==> config.mk <==
export PLATFORM = sky130hd
export DESIGN_NAME = svm_mac
export DESIGN_NICKNAME = d
export VERILOG_FILES = /design/src/hdl/svm_pkg.sv /design/src/hdl/svm_mac.sv
export SDC_FILE = /design/constraint.sdc
export NUM_CORES = 2
export LEC_CHECK = 0
export BUFFER_PORTS_ARGS = -buffer_cell sky130_fd_sc_hd__buf_4
export CORE_UTILIZATION = 55
export CTS_CLUSTER_SIZE = 24
export DETAILED_ROUTE_END_ITERATION = 10
export GPL_TIMING_DRIVEN = 0
export PLACE_DENSITY = 0.82
export SLEW_MARGIN = 25
export SYNTH_ARGS = -nofsm -noshare
export SYNTH_HDL_FRONTEND = slang
export SYNTH_SLANG_ARGS = --single-unit
==> constraint.sdc <==
create_clock -name clock -period 20.2 [get_ports clock]
set_input_delay 4.04 -clock clock [delete_from_list [all_inputs] [get_ports clock]]
set_output_delay 4.04 -clock clock [all_outputs]
set_load 0.1 [all_outputs]
==> src/hdl/svm_pkg.sv <==
`default_nettype none
// ----------------------------------------------------------------------------
// Sample voice mixer package
// Shared sizes, item codes and the control type of the multiply-accumulate.
// ----------------------------------------------------------------------------
package svm_pkg;

   // Number of voice slots and sample memory words (a power of two).
   localparam int NUM_VOICES   = 8;
   localparam int SAMPLE_WORDS = 16384;

   localparam int ADDR_W  = $clog2(SAMPLE_WORDS);
   localparam int VIDX_W  = (NUM_VOICES > 1) ? $clog2(NUM_VOICES) : 1;

   // Field widths of the channels.
   localparam int MODE_W  = 2;
   localparam int FADDR_W = 14;
   localparam int SMP_W   = 16;
   localparam int LEN_W   = 15;
   localparam int DLY_W   = 12;
   localparam int GAIN_W  = 16;

   // Datapath widths: gain product, full product, one contribution, sum.
   localparam int GPROD_W = 2 * GAIN_W;
   localparam int PROD_W  = SMP_W + GPROD_W + 1;
   localparam int FRAC_SH = 28;
   localparam int CONT_W  = PROD_W - FRAC_SH;
   localparam int ACC_W   = CONT_W + $clog2(NUM_VOICES + 1) + 1;

   localparam int SMP_MAX = 32767;
   localparam int SMP_MIN = -32768;

   localparam logic [GAIN_W-1:0] MASTER_RESET = 16'd16384;

   // Item codes.
   localparam logic [MODE_W-1:0] MODE_LOAD  = 2'd0;
   localparam logic [MODE_W-1:0] MODE_PLAY  = 2'd1;
   localparam logic [MODE_W-1:0] MODE_FRAME = 2'd2;

   typedef struct packed {
      logic load;   // start a frame: accumulator takes the base sample
      logic step;   // a voice sample and its gain are presented
   } svm_mac_ctl_type;

endpackage
`default_nettype wire

==> src/hdl/svm_mac.sv <==
`default_nettype none
// ----------------------------------------------------------------------------
// Sample voice mixer multiply-accumulate
// Three-stage shared unit: gain product, sample product, rounded accumulate.
// ----------------------------------------------------------------------------
module svm_mac import svm_pkg::*; (
   input  wire logic                     clock,
   input  wire logic                     reset,
   input  wire svm_mac_ctl_type          ctl,
   input  wire logic signed [SMP_W-1:0]  sample,
   input  wire logic [GAIN_W-1:0]        gain,
   input  wire logic [GAIN_W-1:0]        master,
   input  wire logic signed [SMP_W-1:0]  base,
   output logic signed [ACC_W-1:0]       acc
);

   logic                      a_vld_ff;
   logic signed [SMP_W-1:0]   smp_ff;
   logic [GPROD_W-1:0]        g_ff;
   logic [GPROD_W-1:0]        g_in;
   logic                      b_vld_ff;
   logic signed [PROD_W-1:0]  prod_ff;
   logic signed [PROD_W-1:0]  prod_in;
   logic signed [PROD_W-1:0]  rnd;
   logic signed [CONT_W-1:0]  contrib;
   logic signed [ACC_W-1:0]   acc_ff;
   logic signed [ACC_W-1:0]   acc_in;

   assign g_in    = GPROD_W'(gain) * GPROD_W'(master);
   assign prod_in = PROD_W'(smp_ff) * PROD_W'(signed'({1'b0, g_ff}));
   // Round half up, then drop the fraction bits with an arithmetic shift.
   assign rnd     = prod_ff + (PROD_W'(1) <<< (FRAC_SH - 1));
   assign contrib = CONT_W'(rnd >>> FRAC_SH);

   always_comb begin
      acc_in = acc_ff;
      if (ctl.load) begin
         acc_in = ACC_W'(base);
      end else if (b_vld_ff) begin
         acc_in = acc_ff + ACC_W'(contrib);
      end
   end

   always_ff @(posedge clock) begin
      if (reset) begin
         a_vld_ff <= 1'b0;
         b_vld_ff <= 1'b0;
      end else begin
         a_vld_ff <= ctl.step;
         b_vld_ff <= a_vld_ff;
      end
   end

   always_ff @(posedge clock) begin
      smp_ff  <= sample;
      g_ff    <= g_in;
      prod_ff <= prod_in;
      acc_ff  <= acc_in;
   end

   assign acc = acc_ff;

endmodule
`default_nettype wire
Word level (Yosys, flattened, before mapping)
Cells that the tools add are included.
- register bits after elaboration: 125
- bits in latches: 0
- RAM bits: 0
- ROM bits: 0
- input bits: 68
- output and inout bits: 26
- memories kept: 0
- add/subtract/negate cells: 2
- $mul: 2
- div/mod/pow operators: 0
- order comparisons: 0
- equality and inequality tests: 0
- shifts and indexed selects: 0
- mux-type cells: 2
- bitwise logic cells: 0
- reductions and logical operators: 1
- operators by type and width (kind ; count):
    $mux 26 ; 2
    $add 49x29->49 const B ; 1
    $mul 16x33->49 ; 1
    $mul 16x16->32 ; 1
    $add 26x21->26 ; 1
    $reduce_bool 2->1 ; 1

Longest topological paths before layout
- word-level depth: 4
- depth in mapped cells: 24
- gate-level depth less buffers: 23

Least setup slack after synthesis
Ideal clock, no wire load.
- path kind: input to register
- start point: in gain[11]
- end point: reg g_ff[31]
- library setup time: 72 ps
- arrival time: 9526 ps
- data required time: 20128 ps
- setup slack: 10602 ps
- stages: 20
- cells stage by stage: clkbuf_1 nand2_1 fa_1 inv_1 fa_1 inv_1 fa_1 fa_1 inv_1 fa_1 fa_1 ha_1 a21o_1 a21oi_1 o311ai_1 a311oi_1 o21a_1 o21ai_1 a221oi_1 xnor2_1
- cells in the longest elaborated chain, start to end: 1
- RTL lines (what ; RTL line ; RTL):
    from (decl) ; svm_mac.sv:11 ; input wire logic [GAIN_W-1:0] gain,
    $mul 16x16->32 ; svm_mac.sv:29 ; assign g_in = GPROD_W'(gain) * GPROD_W'(master);
    via g_in[31] ; svm_mac.sv:20 ; logic [GPROD_W-1:0] g_in;
    to (signal assigned) ; svm_mac.sv:56 ; g_ff <= g_in;
    to (decl) ; svm_mac.sv:19 ; logic [GPROD_W-1:0] g_ff;
The timed path passes the listed nets, and every way through them passes these cells.
A chain may end at the register's enable or synchronous reset.

Worst setup path in the final report
Ends and elaborated chain as after synthesis.

==> impl_metrics.json <==
{
  "cp_slowest_cell": "fa_1",
  "cp_slowest_stage_delay_ns": 0.56,
  "ant_nets": 0,
  "critPathMaxFanout": 10,
  "cp.required_ns": 20.52,
  "yosys.cell_types.count": 59,
  "clock_latency_ns": 0.40,
  "seq_area_sq_um": 2222,
  "grt_max_degree": 27,
  "yosysMostFrequentCell": "inv_1",
  "cts_tree": "yes",
  "wl_um": 74880,
  "yosys.area.top_type": "fa_1",
  "finalWorstSetupSlack_ns": 10.20,
  "outcome": "completed",
  "post_cts_resized": 0,
  "path_clk_slew_ns": 0.07,
  "path_buf_inv": 5,
  "place_area_sq_um": 29850,
  "drv_cap": 0,
  "port_buffers": 92,
  "clockBufferDepth": 2,
  "die-area_sq_um": 52410,
  "hold_depth": 1,
  "crit_top_cell": "fa_1",
  "wl_per_cell_um": 18.95,
  "vias": 21930,
  "fin_nets": 4231,
  "first_iter_violations": 1582,
  "ioPinCount": 94,
  "relSlewSlack_pct": 35.95,
  "max_freq_ghz": 0.09999,
  "yosys-top-cells-area": "fa_1, ha_1, inv_1, and2_1, nand2_1",
  "viasPerCell": 5.549,
  "syn_nets": 4128,
  "max_slew.worst_pin.slew_ns": 0.9608,
  "critPathLaunchType": "primary input",
  "synth_compound_area_share_pct": 5.734,
  "synthAdderAreaFrac_pct": 55.67,
  "synth-seq-cells": 98,
  "setup_tns_ns": 0,
  "reg2reg_depth": 19,
  "dp_slack_ns": 9.783,
  "rsz0062_at_grt": "no",
  "core_sq_um": 50480,
  "finalHoldViolCount": 0,
  "drtPass1Iterations": 7,
  "period_needed_ns": 10.00,
  "multi_input_area_sq_um": 22870,
  "synth_top_family_by_area": "adder cells",
  "yosys.area_share.simple_pct": 16.45,
  "reg2reg_slack_ns": 12.12,
  "end_kind": "register",
  "synth_area_sq_um": 28320,
  "hold_end": "b_vld_ff$_SDFF_PP0_",
  "rows": 82,
  "cts_root_buffer": "clkbuf_16",
  "grt_pass1_wl_um": 121000,
  "fp.dieW_um": 228.9,
  "h-tree-depth": 3,
  "grt_usage_pct": 29.78,
  "rr_startpoint": "g_ff[12]$_DFF_P_",
  "path_cells": "buf_4, clkbuf_1, nand2_1, fa_1, inv_1, fa_1, inv_1, fa_1, fa_1, inv_1, fa_1, fa_1, ha_1, a21o_1, a21oi_1, o311ai_1, a311oi_1, o21a_1, o21ai_1, a221oi_1, xnor2_1",
  "hold_start": "a_vld_ff$_SDFF_PP0_",
  "async_flop_share_pct": 0,
  "worstReg2RegEnd": "prod_ff[45]$_DFF_P_",
  "synth_edf_count": 26,
  "cpLargestDelayFamily": "adder cells",
  "syn_area_per_cell_sq_um": 8.943,
  "arrival_ns": 10.32,
  "gp_congestion": 1.013,
  "grt_pass1_vias": 23000,
  "synth_mux_area_share_pct": 0.1502,
  "overflow": 0,
  "crit_type": "in -> reg",
  "synth_xor_area_share_pct": 2.752,
  "fin_skew_ns": 0.01506,
  "area_growth_pct": 6.507,
  "cts_sinks": 98,
  "numCtsBuffers": 9,
  "initial_core_util_pct": 56.11,
  "setup_violations": 0,
  "die_height_um": 228.9,
  "drcViolationCount": 0,
  "final_area_sq_um": 30170,
  "synth_common_cells": "inv_1, fa_1, nand2_1",
  "drv_slew": 0,
  "hp-class": "reg -> reg",
  "ys_warn_count": 0,
  "n_fill_cell": 4265,
  "antenna_found_initial": 7,
  "cts_hold_buffers": 0,
  "post-route-period-util_pct": 49.51,
  "syn_inst": 3167,
  "ys.flop_type": "dfxtp_1",
  "dp_hpwl_um": 62450,
  "post_cts_buffers": 0,
  "synth_sequential_area_ratio_pct": 7.846,
  "synth_top_area_share_pct": 43.26,
  "drive_above_1_share_pct": 3.603
}
[layout make-up]
class	count	share of cell area, %
Inverter	743	9.245
Sequential cell	98	7.367
Multi-Input combinational cell	2209	75.83
Clock inverter	6	0.2364
Clock buffer	10	0.7591
Timing Repair Buffer	92	2.290
Tap cell	672	2.787
Antenna cell	4	0.03318
Buffer	117	1.456
[cells in the final DEF (no fill, tap or decap), drive strengths merged, types with 3 or more instances in the layout]
master     n
nor2      66
a21o      42
xnor2     61
ha       281
buf       93
nor3      15
a2111oi    6
nor2b     10
a211oi    15
and4       5
o21bai    11
xor2      28
nand2    492
o21ai     60
and2     303
nand2b    16
fa       612
and3       9
a21oi     68
nand4     15
dfxtp     72
o211ai     3
o21a       8
a211o      5
clkbuf   126
a31oi     14
o31ai      5
inv      746
edfxtp    26
diode      4
or2        3
nand3     23
[cell families after synthesis]
| kind of cell | count (synthesis) |
|---|---|
| flip-flops | 98 |
| multiplexers | 4 |
| AND/OR/NAND/NOR | 970 |
| adder cells (fa/ha/maj) | 893 |
| buffers and inverters | 860 |
| AO/OA/AOI/OAI | 253 |
| XOR/XNOR | 89 |
[per-stage QoR]
stage / util (%) / std cells / hold WS (ns)
final: 59.76 / 3951 / 0.4509
after global routing: 59.74 / 3947 / 0.4617
after CTS: 59.74 / 3947 / 0.4521
after detailed placement: 59.14 / 3931 / 0.4366
after global placement: 59.14 / 3931 / 0.4287
after floorplan: - / 3167 / 0.4138
[registers in the layout, indices dropped and copies added, names as in the netlist]
| signal | flops |
|---|---|
| smp_ff | 16 |
| g_ff | 32 |
| prod_ff | 22 |
| b_vld_ff | 1 |
| a_vld_ff | 1 |
| acc | 26 |
[layer usage]
layer | vias to the layer above | track usage, % | part of all wire, %
li1 | 9657 | - | -
met1 | 10770 | 37.79 | 38
met2 | 1229 | 46.79 | 45
met3 | 264 | 8.483 | 12
met4 | 6 | 14.56 | 5.2
met5 | - | 0 | 0.053
[worst max-delay path by stage]
stage	start	end	slack, ns	cells past startpoint
6_report	gain[11]	g_ff[31]$_DFF_P_	10.20	21
3_3_place_gp	gain[7]	g_ff[28]$_DFF_P_	9.81	22
2_1_floorplan	gain[11]	g_ff[31]$_DFF_P_	10.60	20
3_5_place_dp	gain[11]	g_ff[31]$_DFF_P_	9.78	21
4_1_cts	gain[11]	g_ff[31]$_DFF_P_	10.20	21
5_1_grt	gain[11]	g_ff[31]$_DFF_P_	9.86	21
Power is not shown: default switching activity piles up to over one toggle a cycle in this logic, so the estimate is an artifact.
